$ cat config.mk
export PLATFORM = sky130hd
export DESIGN_NAME = websocket_frame_deframer_unit
export DESIGN_NICKNAME = d
export VERILOG_FILES = /design/src/design/wsfd_pkg.sv /design/src/design/wsfd_parser.sv /design/src/design/wsfd_fifo.sv /design/src/design/wsfd_unmask.sv /design/src/design/websocket_frame_deframer_unit.sv
export SDC_FILE = /design/constraint.sdc
export NUM_CORES = 1
export LEC_CHECK = 0
export BUFFER_PORTS_ARGS = -buffer_cell sky130_fd_sc_hd__buf_4
export CAP_MARGIN = 20
export CORE_UTILIZATION = 45
export DETAILED_ROUTE_END_ITERATION = 6
export REMOVE_ABC_BUFFERS = 1
export SKIP_CTS_REPAIR_TIMING = 1
export SLEW_MARGIN = 20
export SYNTH_ARGS = -nofsm -noshare
export SYNTH_HDL_FRONTEND = slang
export SYNTH_SLANG_ARGS = --single-unit
$ cat constraint.sdc
create_clock -name clk_i -period 10.2 [get_ports clk_i]
set_input_delay 2.55 -clock clk_i [delete_from_list [all_inputs] [get_ports clk_i]]
set_output_delay 2.55 -clock clk_i [all_outputs]
set_load 0.1 [all_outputs]
$ cat src/design/wsfd_pkg.sv
// ----------------------------------------------------------------------------
// wsfd_pkg
// Shared types and constants for the frame deframer: parser phases, result
// kinds, error codes, opcodes and the request word passed front to back.
// ----------------------------------------------------------------------------
package wsfd_pkg;

  typedef enum logic [2:0] {
    PH_HDR0 = 3'd0,
    PH_HDR1 = 3'd1,
    PH_EXT  = 3'd2,
    PH_MASK = 3'd3,
    PH_DATA = 3'd4,
    PH_DROP = 3'd5
  } wsfd_phase_e;

  typedef enum logic [1:0] {
    KIND_DATA  = 2'd0,
    KIND_DONE  = 2'd1,
    KIND_ERROR = 2'd2
  } wsfd_kind_e;

  typedef enum logic [3:0] {
    ERR_NONE     = 4'd0,
    ERR_RSV      = 4'd1,
    ERR_UNMASKED = 4'd2,
    ERR_FRAG     = 4'd3,
    ERR_OPCODE   = 4'd4,
    ERR_CTRL_LEN = 4'd5,
    ERR_LEN64    = 4'd6,
    ERR_NONMIN   = 4'd7,
    ERR_CAP      = 4'd8
  } wsfd_err_e;

  localparam logic [3:0] OP_CONT  = 4'h0;
  localparam logic [3:0] OP_TEXT  = 4'h1;
  localparam logic [3:0] OP_CLOSE = 4'h8;
  localparam logic [3:0] OP_PING  = 4'h9;
  localparam logic [3:0] OP_PONG  = 4'hA;

  localparam logic [7:0] RSV_MASK     = 8'h70;
  localparam logic [6:0] LEN_CTRL_MAX = 7'd125;
  localparam logic [6:0] LEN_EXT16    = 7'd126;
  localparam logic [6:0] LEN_EXT64    = 7'd127;
  localparam logic [15:0] LEN_MIN16   = 16'd126;
  localparam logic [15:0] CAP_RESET   = 16'd4096;

  // Classified request from the parser: raw byte and its key byte are
  // combined in the back end.
  typedef struct packed {
    logic [7:0]  raw;
    logic [7:0]  key;
    logic [3:0]  opcode;
    wsfd_kind_e  kind;
    wsfd_err_e   err;
    logic [15:0] len;
    logic        last;
  } wsfd_req_t;

  typedef struct packed {
    logic [7:0]  data;
    logic [3:0]  opcode;
    wsfd_kind_e  kind;
    wsfd_err_e   err;
    logic [15:0] len;
    logic        last;
  } wsfd_res_t;

endpackage

$ cat src/design/wsfd_parser.sv
// ----------------------------------------------------------------------------
// wsfd_parser
// Front end: walks the frame header byte by byte, checks it, captures the
// mask key and classifies every accepted byte into at most one request.
// ----------------------------------------------------------------------------
module wsfd_parser (
  input  logic                clk_i,
  input  logic                rst_ni,
  input  logic                accept_i,
  input  logic [7:0]          in_byte_i,
  input  logic                restart_i,
  input  logic [15:0]         max_payload_i,
  output logic                req_valid_o,
  output wsfd_pkg::wsfd_req_t req_o
);

  wsfd_pkg::wsfd_phase_e phase_q, phase_d, phase_cur;
  logic [3:0]  opcode_q, opcode_d;
  logic [15:0] len_q, len_d;
  logic [15:0] idx_q, idx_d;
  logic [7:0]  key_q [4];
  logic [7:0]  key_d [4];
  logic [1:0]  hcnt_q, hcnt_d;

  logic               fail;
  wsfd_pkg::wsfd_err_e fail_code;
  logic [6:0]         l7;
  logic [15:0]        ext_len;
  logic [16:0]        idx_inc;
  logic               fin;
  logic               op_ok;

  always_ff @(posedge clk_i or negedge rst_ni) begin
    if (!rst_ni) begin
      phase_q  <= wsfd_pkg::PH_HDR0;
      opcode_q <= '0;
      len_q    <= '0;
      idx_q    <= '0;
      hcnt_q   <= '0;
      for (int i = 0; i < 4; i++) begin
        key_q[i] <= '0;
      end
    end else if (accept_i) begin
      phase_q  <= phase_d;
      opcode_q <= opcode_d;
      len_q    <= len_d;
      idx_q    <= idx_d;
      hcnt_q   <= hcnt_d;
      key_q    <= key_d;
    end
  end

  assign l7      = in_byte_i[6:0];
  assign ext_len = {len_q[7:0], in_byte_i};
  assign idx_inc = {1'b0, idx_q} + 17'd1;
  assign fin     = (idx_inc >= {1'b0, len_q});
  assign op_ok   = (opcode_q == wsfd_pkg::OP_TEXT)  || (opcode_q == wsfd_pkg::OP_CLOSE) ||
                   (opcode_q == wsfd_pkg::OP_PING)  || (opcode_q == wsfd_pkg::OP_PONG);

  always_comb begin
    phase_cur = restart_i ? wsfd_pkg::PH_HDR0 : phase_q;
    phase_d   = phase_cur;
    opcode_d  = opcode_q;
    len_d     = len_q;
    idx_d     = idx_q;
    hcnt_d    = hcnt_q;
    key_d     = key_q;
    fail      = 1'b0;
    fail_code = wsfd_pkg::ERR_NONE;
    req_valid_o = 1'b0;
    req_o       = '0;

    case (phase_cur)
      wsfd_pkg::PH_HDR0: begin
        if ((in_byte_i & wsfd_pkg::RSV_MASK) != 8'd0) begin
          fail      = 1'b1;
          fail_code = wsfd_pkg::ERR_RSV;
        end else begin
          // FIN clear folds into the continuation opcode
          opcode_d = in_byte_i[7] ? in_byte_i[3:0] : wsfd_pkg::OP_CONT;
          len_d    = '0;
          idx_d    = '0;
          hcnt_d   = '0;
          for (int i = 0; i < 4; i++) begin
            key_d[i] = '0;
          end
          phase_d  = wsfd_pkg::PH_HDR1;
        end
      end
      wsfd_pkg::PH_HDR1: begin
        if (!in_byte_i[7]) begin
          fail = 1'b1; fail_code = wsfd_pkg::ERR_UNMASKED;
        end else if (opcode_q == wsfd_pkg::OP_CONT) begin
          fail = 1'b1; fail_code = wsfd_pkg::ERR_FRAG;
        end else if (!op_ok) begin
          fail = 1'b1; fail_code = wsfd_pkg::ERR_OPCODE;
        end else if (opcode_q[3] && (l7 > wsfd_pkg::LEN_CTRL_MAX)) begin
          fail = 1'b1; fail_code = wsfd_pkg::ERR_CTRL_LEN;
        end else if (l7 == wsfd_pkg::LEN_EXT64) begin
          fail = 1'b1; fail_code = wsfd_pkg::ERR_LEN64;
        end else begin
          hcnt_d = '0;
          if (l7 == wsfd_pkg::LEN_EXT16) begin
            phase_d = wsfd_pkg::PH_EXT;
          end else if ({9'd0, l7} > max_payload_i) begin
            fail = 1'b1; fail_code = wsfd_pkg::ERR_CAP;
          end else begin
            len_d   = {9'd0, l7};
            phase_d = wsfd_pkg::PH_MASK;
          end
        end
      end
      wsfd_pkg::PH_EXT: begin
        len_d = ext_len;
        if (hcnt_q == 2'd0) begin
          hcnt_d = 2'd1;
        end else begin
          hcnt_d = 2'd0;
          if (ext_len < wsfd_pkg::LEN_MIN16) begin
            fail = 1'b1; fail_code = wsfd_pkg::ERR_NONMIN;
          end else if (ext_len > max_payload_i) begin
            fail = 1'b1; fail_code = wsfd_pkg::ERR_CAP;
          end else begin
            phase_d = wsfd_pkg::PH_MASK;
          end
        end
      end
      wsfd_pkg::PH_MASK: begin
        key_d[hcnt_q] = in_byte_i;
        if (hcnt_q != 2'd3) begin
          hcnt_d = hcnt_q + 2'd1;
        end else begin
          hcnt_d = '0;
          idx_d  = '0;
          if (len_q == 16'd0) begin
            // empty payload: one completion request
            phase_d     = wsfd_pkg::PH_HDR0;
            req_valid_o = 1'b1;
            req_o.opcode = opcode_q;
            req_o.kind   = wsfd_pkg::KIND_DONE;
            req_o.last   = 1'b1;
          end else begin
            phase_d = wsfd_pkg::PH_DATA;
          end
        end
      end
      wsfd_pkg::PH_DATA: begin
        req_valid_o  = 1'b1;
        req_o.raw    = in_byte_i;
        req_o.key    = key_q[idx_q[1:0]];
        req_o.opcode = opcode_q;
        req_o.kind   = wsfd_pkg::KIND_DATA;
        req_o.len    = len_q;
        req_o.last   = fin;
        idx_d        = idx_inc[15:0];
        if (fin) begin
          phase_d = wsfd_pkg::PH_HDR0;
        end
      end
      default: begin
        // dropping until restart
      end
    endcase

    if (fail) begin
      phase_d     = wsfd_pkg::PH_DROP;
      req_valid_o = 1'b1;
      req_o       = '0;
      req_o.kind  = wsfd_pkg::KIND_ERROR;
      req_o.err   = fail_code;
      req_o.last  = 1'b1;
    end

    if (!accept_i) begin
      req_valid_o = 1'b0;
    end
  end

endmodule

$ cat src/design/wsfd_fifo.sv
// ----------------------------------------------------------------------------
// wsfd_fifo
// Short request queue between parser and output stage.
// ----------------------------------------------------------------------------
module wsfd_fifo #(
  parameter int DEPTH = 2
) (
  input  logic                clk_i,
  input  logic                rst_ni,
  input  logic                wr_i,
  input  wsfd_pkg::wsfd_req_t wdata_i,
  input  logic                rd_i,
  output wsfd_pkg::wsfd_req_t rdata_o,
  output logic                full_o,
  output logic                empty_o
);

  localparam int PtrW = (DEPTH > 1) ? $clog2(DEPTH) : 1;
  localparam int CntW = $clog2(DEPTH + 1);

  wsfd_pkg::wsfd_req_t mem_q [DEPTH];
  logic [PtrW-1:0] wptr_q, rptr_q;
  logic [CntW-1:0] cnt_q;

  function automatic logic [PtrW-1:0] bump(input logic [PtrW-1:0] p);
    bump = (p == PtrW'(DEPTH - 1)) ? '0 : p + PtrW'(1);
  endfunction

  always_ff @(posedge clk_i) begin
    if (wr_i) begin
      mem_q[wptr_q] <= wdata_i;
    end
  end

  always_ff @(posedge clk_i or negedge rst_ni) begin
    if (!rst_ni) begin
      wptr_q <= '0;
      rptr_q <= '0;
      cnt_q  <= '0;
    end else begin
      if (wr_i) wptr_q <= bump(wptr_q);
      if (rd_i) rptr_q <= bump(rptr_q);
      if (wr_i && !rd_i) begin
        cnt_q <= cnt_q + CntW'(1);
      end else if (rd_i && !wr_i) begin
        cnt_q <= cnt_q - CntW'(1);
      end
    end
  end

  assign rdata_o = mem_q[rptr_q];
  assign full_o  = (cnt_q == CntW'(DEPTH));
  assign empty_o = (cnt_q == '0);

endmodule

$ cat src/design/wsfd_unmask.sv
// ----------------------------------------------------------------------------
// wsfd_unmask
// Back end: pulls requests from the queue, unmasks payload bytes and holds
// the result in the output register until it is popped.
// ----------------------------------------------------------------------------
module wsfd_unmask (
  input  logic                clk_i,
  input  logic                rst_ni,
  input  logic                q_empty_i,
  input  wsfd_pkg::wsfd_req_t q_data_i,
  output logic                q_rd_o,
  input  logic                pop_i,
  output logic                valid_o,
  output wsfd_pkg::wsfd_res_t res_o
);

  logic                valid_q;
  wsfd_pkg::wsfd_res_t res_q, res_d;

  assign q_rd_o = !q_empty_i && (!valid_q || pop_i);

  always_comb begin
    res_d.data   = q_data_i.raw ^ q_data_i.key;
    res_d.opcode = q_data_i.opcode;
    res_d.kind   = q_data_i.kind;
    res_d.err    = q_data_i.err;
    res_d.len    = q_data_i.len;
    res_d.last   = q_data_i.last;
  end

  always_ff @(posedge clk_i or negedge rst_ni) begin
    if (!rst_ni) begin
      valid_q <= 1'b0;
    end else if (q_rd_o) begin
      valid_q <= 1'b1;
    end else if (pop_i) begin
      valid_q <= 1'b0;
    end
  end

  always_ff @(posedge clk_i) begin
    if (q_rd_o) begin
      res_q <= res_d;
    end
  end

  assign valid_o = valid_q;
  assign res_o   = res_q;

endmodule

$ cat src/design/websocket_frame_deframer_unit.sv
// ----------------------------------------------------------------------------
// websocket_frame_deframer_unit
// Client-to-server frame deframer: header checks, mask removal, one result
// per payload byte, a completion for empty frames, an error on bad headers.
// ----------------------------------------------------------------------------
//
//  channel   | handshake          | payload
//  ----------+--------------------+--------------------------------------------
//  input     | push / full        | in_byte_i, restart_i
//  result    | empty / pop        | data_o, opcode_o, kind_o, error_code_o,
//            |                    | payload_length_o, last_o
//  config    | max_payload_we_i   | max_payload_i
//
//  One byte is accepted per cycle while full is low; the result it causes is
//  written to the request queue, then to the output register.
//  Sustained rate is one byte per cycle, set by the parser, while results are popped.
//  full depends only on the queue fill, so pop never reaches full combinationally.
//  Reset clears parser, queue and output valid; the cap returns to 4096.
//  A stalled consumer backs up the queue, then full rises and input holds.
//
module websocket_frame_deframer_unit #(
  parameter int QUEUE_DEPTH = 2
) (
  input  logic        clk_i,
  input  logic        rst_ni,
  // input requests
  input  logic        push,
  output logic        full,
  input  logic [7:0]  in_byte_i,
  input  logic        restart_i,
  // results
  output logic        empty,
  input  logic        pop,
  output logic [7:0]  data_o,
  output logic [3:0]  opcode_o,
  output logic [1:0]  kind_o,
  output logic [3:0]  error_code_o,
  output logic [15:0] payload_length_o,
  output logic        last_o,
  // configuration
  input  logic        max_payload_we_i,
  input  logic [15:0] max_payload_i
);

  logic [15:0] max_payload_q;

  logic                accept;
  logic                req_valid;
  wsfd_pkg::wsfd_req_t req;
  wsfd_pkg::wsfd_req_t q_data;
  logic                q_full, q_empty, q_rd;
  logic                res_valid;
  wsfd_pkg::wsfd_res_t res;

  // payload cap register
  always_ff @(posedge clk_i or negedge rst_ni) begin
    if (!rst_ni) begin
      max_payload_q <= wsfd_pkg::CAP_RESET;
    end else if (max_payload_we_i) begin
      max_payload_q <= max_payload_i;
    end
  end

  // A byte is taken only while the queue has room for whatever it produces.
  assign full   = q_full;
  assign accept = push && !q_full;

  wsfd_parser u_parser (
    .clk_i         (clk_i),
    .rst_ni        (rst_ni),
    .accept_i      (accept),
    .in_byte_i     (in_byte_i),
    .restart_i     (restart_i),
    .max_payload_i (max_payload_q),
    .req_valid_o   (req_valid),
    .req_o         (req)
  );

  wsfd_fifo #(
    .DEPTH (QUEUE_DEPTH)
  ) u_fifo (
    .clk_i   (clk_i),
    .rst_ni  (rst_ni),
    .wr_i    (req_valid),
    .wdata_i (req),
    .rd_i    (q_rd),
    .rdata_o (q_data),
    .full_o  (q_full),
    .empty_o (q_empty)
  );

  wsfd_unmask u_unmask (
    .clk_i     (clk_i),
    .rst_ni    (rst_ni),
    .q_empty_i (q_empty),
    .q_data_i  (q_data),
    .q_rd_o    (q_rd),
    .pop_i     (pop),
    .valid_o   (res_valid),
    .res_o     (res)
  );

  assign empty            = !res_valid;
  assign data_o           = res.data;
  assign opcode_o         = res.opcode;
  assign kind_o           = res.kind;
  assign error_code_o     = res.err;
  assign payload_length_o = res.len;
  assign last_o           = res.last;

endmodule

Word-level counts from Yosys, hierarchy flattened
Memory sizes are Yosys's and may differ from the RTL's. Cells that the tools add are included.

Word-level logic and storage cells: 182. Memories: 1. Output and inout port bits: 37. Flip-flop bits (word level): 129. Bits in writable memories: 86. Bits of input ports: 30.

Memories: u_fifo.mem_q (depth 2, width 43, read ports 1, clocked after memory_dff 0, wr ports 1, line wsfd_fifo.sv:21) `wsfd_pkg::wsfd_req_t mem_q [DEPTH];`.

Bitwise gates (word level): 4. Reductions and logical operators: 32. Add/subtract/negate cells: 6. Equality and inequality tests: 21. Multiplexer cells: 90. Magnitude comparators: 8.

Operator list (number): 2-to-1 mux 16 bit (11); case mux 16 bit (3 select lines) (2); case mux 32 bit (2 select lines) (1); 2-to-1 mux 3 bit (16); 2-to-1 mux 4 bit (11); 2-to-1 mux 43 bit (1); bitwise mux 32 bit (1); 2-to-1 mux 32 bit (1); 2-to-1 mux 8 bit (3); 2-to-1 mux 1 bit (23); 2-to-1 mux 2 bit (9); inequality test 2 bit (second input constant) (9); adder 16 x 1 -> 17 bit (second input constant) (1); >= comparator 17 x 16 -> 1 bit (1); binary-select mux 8 bit (select 2 bit) (1); demux 8 bit (select 2 bit) (1); > comparator 16 bit (1); > comparator 7 x 16 -> 1 bit (1); logical NOT 16 bit (1); < comparator 16 x 7 -> 1 bit (second input constant) (1); case mux 3 bit (5 select lines) (1); equality test 7 bit (second input constant) (2); equality test 4 bit (second input constant) (3); 2-to-1 mux 6 bit (2); 34 further kinds (57).

Longest topological paths before layout
Depth in word-level cells: 15. Gate-level depth with buffers: 15. Mapped depth without buffers: 13.

Modules after synthesis
From an unflattened synthesis, not the netlist that was laid out.

Cell total of the unflattened synthesis: 782. Area total of the unflattened synthesis: 10358.7 um^2.

Modules (own cells, without submodules): wsfd_parser (seq. area each 1826.8 um^2, times used 1, cells each 548, area an instance 5036.1 um^2); wsfd_fifo (seq. area each 2682.6 um^2, times used 1, cells each 150, area an instance 3490.8 um^2); wsfd_unmask (seq. area each 1076.0 um^2, times used 1, cells each 48, area an instance 1171.1 um^2); websocket_frame_deframer_unit (seq. area each 401.6 um^2, times used 1, cells each 36, area an instance 660.6 um^2).

Worst setup path before layout
No wires, ideal clock.

Path type: input to register. From: input in_byte_i[0]. To: memory u_fifo.mem_q[0][0] (netlist name), enable pin. Arrival: 6.029 ns. Data required time: 9.756 ns. Library setup time: 0.444 ns. Slack: 3.728 ns. Stages: 10. Buffers on the path: 1. Cells stage by stage: clkbuf_1 > inv_1 > ha_1 > nand3b_1 > a211o_1 > a211oi_1 > nand2_1 > o21ai_2 > o31ai_4 > nor2_1.

Longest elaborated chain between the ends: 13. Elaborated cells on any way between the ends: 22. Those cells by class: order compare (4); eq/ne (2); mux (15); reduce/logical (1).

RTL lines: start, declared (line websocket_frame_deframer_unit.sv:29) `input logic [7:0] in_byte_i,`; > comparator 7 x 16 -> 1 bit (line wsfd_parser.sv:105) `end else if ({9'd0, l7} > max_payload_i) begin`; 2-to-1 mux 1 bit (line wsfd_parser.sv:105); 2-to-1 mux 1 bit (line wsfd_parser.sv:103) `if (l7 == wsfd_pkg::LEN_EXT16) begin`; 2-to-1 mux 1 bit (line wsfd_parser.sv:99) `end else if (l7 == wsfd_pkg::LEN_EXT64) begin`; 2-to-1 mux 1 bit (line wsfd_parser.sv:97) `end else if (opcode_q[3] && (l7 > wsfd_pkg::LEN_CTRL_MAX)) begin`; 2-to-1 mux 1 bit (line wsfd_parser.sv:95) `end else if (!op_ok) begin`; 2-to-1 mux 1 bit (line wsfd_parser.sv:93) `end else if (opcode_q == wsfd_pkg::OP_CONT) begin`; 2-to-1 mux 1 bit (line wsfd_parser.sv:91) `if (!in_byte_i[7]) begin`; case mux 1 bit (3 select lines) (*) (line wsfd_parser.sv:73) `case (phase_cur)`; 2-to-1 mux 1 bit (*) (line wsfd_parser.sv:165) `if (fail) begin`; 2-to-1 mux 1 bit (*) (line wsfd_parser.sv:174) `if (!accept_i) begin`; 2-to-1 mux 1 bit (*) (line wsfd_fifo.sv:30) `if (wr_i) begin`; 2-to-1 mux 1 bit (implied by the code) (*) (line wsfd_fifo.sv:31) `mem_q[wptr_q] <= wdata_i;`; end, declared (line wsfd_fifo.sv:21).

Every way passes the cells marked *; elsewhere a longest branch is shown, timed or not.

Final worst setup path
From: input in_byte_i[6]. To: memory u_fifo.mem_q[0][23] (netlist name), enable pin.

The elaborated chain is that of the path after synthesis.

==> impl_metrics.json <==
{
  "drtIter0Drc": 392,
  "critPathMaxFanout": 27,
  "power.share.switching": 0.399,
  "dr.pass1.iters": 4,
  "synth_edf_count": 121,
  "htreeDepth": 1,
  "start_util": 0.460,
  "max_slew_margin": 0.429,
  "p_switching_mw": 1.27,
  "hp-class": "flip-flop to flip-flop",
  "comb_power_share": 0.361,
  "cts_tree": "yes",
  "max_clock_freq_mhz": 195,
  "worst_slack_ps": 5070,
  "worstSetupStartpointType": "input pin",
  "yosys_warnings": 0,
  "status": "finished clean",
  "viasPerCell": 5.47,
  "hold_depth": 2,
  "critPathArrivalTime_ps": 5290,
  "overflow": 0,
  "die_h_um": 151,
  "clkPwrFrac": 0.251,
  "pin_count": 67,
  "dieArea_mm2": 0.0229,
  "area_growth_pct": 14.3,
  "yosysTopAreaCell": "edfxtp_1",
  "peakVddDrop_mv": 0.105,
  "clock_latency_ps": 510,
  "netlist_area_mm2": 0.0100,
  "setup_viol": 0,
  "numCtsBuffers": 23,
  "drive_above_1_share": 0.187,
  "hold_end": "u_unmask.valid_o",
  "synth_cell_types": 68,
  "synth_top_area_share": 0.362,
  "detail-route-antenna-nets": 0,
  "reg2reg_slack_ps": 6020,
  "synth_area_leaders": "edfxtp_1, dfrtp_1, ha_1, a22o_1, nand2_1",
  "yosysSeqAreaShare": 0.596,
  "pwr_density_cell_mw_per_mm2": 278,
  "period_needed_ps": 5130,
  "avgSynthCellArea_um2": 12.5,
  "grt_antenna_before_repair": 0,
  "fill_cells": 1882,
  "place.gp.congestion": 0.914,
  "max_cap_violations": 0,
  "finalCritPeriodShare": 0.503,
  "synth-seq-cells": 215,
  "finalHoldViolCount": 0,
  "rr_startpoint": "u_parser.idx_q[0]",
  "async_reset_ff_frac": 0.437,
  "rows": 54,
  "tightest_slew_ps": 851,
  "routed_wl_um": 21500,
  "nNetsFinal": 933,
  "critical_path_required_ps": 10360,
  "fin_skew_ps": 20.1,
  "dieWidth_um": 151,
  "drt_drc_violations_left": 0,
  "root_buffer": "clkbuf_16",
  "design.core.area_mm2": 0.0218,
  "grt_pass1_wl_um": 34300,
  "ys.flop_type": "edfxtp_1",
  "holdCritStartpoint": "u_unmask.valid_o",
  "ctsLongestPathBuffers": 3,
  "cts.sinks": 215,
  "wl_per_cell_um": 18.5,
  "p_int_mw": 1.92,
  "p_leak_nw": 4.81,
  "seqPwrFrac": 0.388,
  "tns_ps": 0,
  "grt_pass1_vias": 6192,
  "clk_pin_slew_ps": 50,
  "place.detailed.hpwl_um": 15300,
  "r2r_cells": 12,
  "netlist_instances": 806,
  "vias": 6346,
  "finalMaxSlewViolations": 0,
  "port_buffers": 66,
  "worstSetupEndpointType": "flip-flop",
  "rsz0062_at_grt": "false",
  "track_usage": 0.197,
  "grt_start_max_net_pins": 49,
  "crit_type": "input pin to flip-flop",
  "r2r_end": "u_fifo.mem_q[0][0]",
  "pre_cts_ws_ps": 4560,
  "antenna_cells": 0
}
==> cell families (layout without fill, tap and decap cells) <==
logic type	Yosys count	in the layout	share of synthesized area
muxes	53	53	0.0663
and+or+nand+nor	228	228	0.116
buffers and inverters	89	164	0.0385
adders and majority gates	38	38	0.0474
xor gates and xnor gates	35	35	0.0305
DFF	215	215	0.596
AOI/OAI and AO/OA	148	148	0.106
==> synthesized netlist by cell type, types with 9 or more instances <==
cell	n
o21ai_0	49
nand3_1	10
a22o_1	38
edfxtp_1	121
nand2_1	85
clkbuf_1	22
and3_1	9
xor2_1	17
inv_1	50
xnor2_1	18
nand4_1	9
mux2i_1	17
nor2_1	48
dfrtp_1	93
ha_1	38
mux2_2	28
a21oi_1	17
and2_1	22
==> worst max-delay path, stage by stage <==
cell      delay (ps)
buf_4            160
ha_1             350
nand3_1          140
a211o_1          280
a211oi_1         390
nand2_1          170
o21ai_2          240
o31ai_4          130
nor2_4           440
buf_4            430
==> per-layer routing <==
metal  GRT usage  routed length [um]  up-vias
met4      0.0485                 321        0
li1            -                   -     3022
met2       0.302                9780      191
met5           0                   0        -
met1       0.293               10200     3108
met3      0.0295                1230       25
==> final cells by class <==
cell class                 count  area, um2  area share
clock buffer                  31        616      0.0536
clock inverter                10        104     0.00905
inverter                      50        188      0.0164
multi-input combinational    502       3680       0.321
sequential                   215       5990       0.522
tap                          280        350      0.0305
timing repair buffer          73        548      0.0478
==> metrics by stage <==
| stage | instances | power, mW | cell area (um2) | hold WS (ps) | util |
|---|---|---|---|---|---|
| after floorplan | 767 | 2.12 | 9840 | 460 | - |
| after global placement | 1120 | 2.40 | 10800 | 478 | 0.493 |
| after detailed placement | 1120 | 2.42 | 10800 | 481 | 0.493 |
| after CTS | 1161 | 3.22 | 11500 | 500 | 0.526 |
| after global routing | 1161 | 3.34 | 11500 | 517 | 0.526 |
| final | 1161 | 3.19 | 11500 | 499 | 0.526 |
==> power by group through the flow <==
| stage | registers [mW] | clock network, mW | logic [mW] |
|---|---|---|---|
| 2_1_floorplan | 1.70 | 0 | 0.422 |
| 3_3_place_gp | 1.25 | 0 | 1.15 |
| 3_5_place_dp | 1.26 | 0 | 1.16 |
| 4_1_cts | 1.24 | 0.819 | 1.16 |
| 5_1_grt | 1.26 | 0.854 | 1.23 |
| 6_report | 1.24 | 0.802 | 1.15 |
==> registers in the layout, indices dropped and copies added, names as in the netlist <==
| register | flops |
|---|---|
| max_payload_q | 16 |
| u_fifo.cnt_q | 2 |
| u_fifo.mem_q | 86 |
| u_fifo.rptr_q | 1 |
| u_fifo.wptr_q | 1 |
| u_parser.hcnt_q | 2 |
| u_parser.idx_q | 16 |
| u_parser.key_q | 32 |
| u_parser.len_q | 16 |
| u_parser.opcode_q | 4 |
| u_parser.phase_q | 3 |
| u_unmask.res_o | 35 |
| u_unmask.valid_o | 1 |
==> how the worst max path moves through the flow <==
| stage | slack, ps | start | end |
|---|---|---|---|
| after global placement | 4720 | in_byte_i[6] | u_fifo.mem_q[0][11] |
| final | 5070 | in_byte_i[6] | u_fifo.mem_q[0][23] |
| after global routing | 4810 | in_byte_i[6] | u_fifo.mem_q[0][24] |
| after CTS | 5080 | in_byte_i[6] | u_fifo.mem_q[0][24] |
| after detailed placement | 4560 | in_byte_i[6] | u_fifo.mem_q[0][14] |
| after floorplan | 4020 | in_byte_i[6] | u_fifo.mem_q[0][0] |
==> placed cells by master, fill, tap and decap left out, drive strengths merged, types with 17 or more instances in the layout <==
| master | count |
|---|---|
| a22o | 38 |
| xor2 | 17 |
| nand2 | 85 |
| inv | 51 |
| dfrtp | 93 |
| a21oi | 17 |
| mux2 | 28 |
| and2 | 23 |
| mux2i | 17 |
| ha | 38 |
| o21ai | 55 |
| edfxtp | 121 |
| buf | 73 |
| nor2 | 51 |
| xnor2 | 18 |
| clkbuf | 31 |
(Power assumes the default switching activity.)
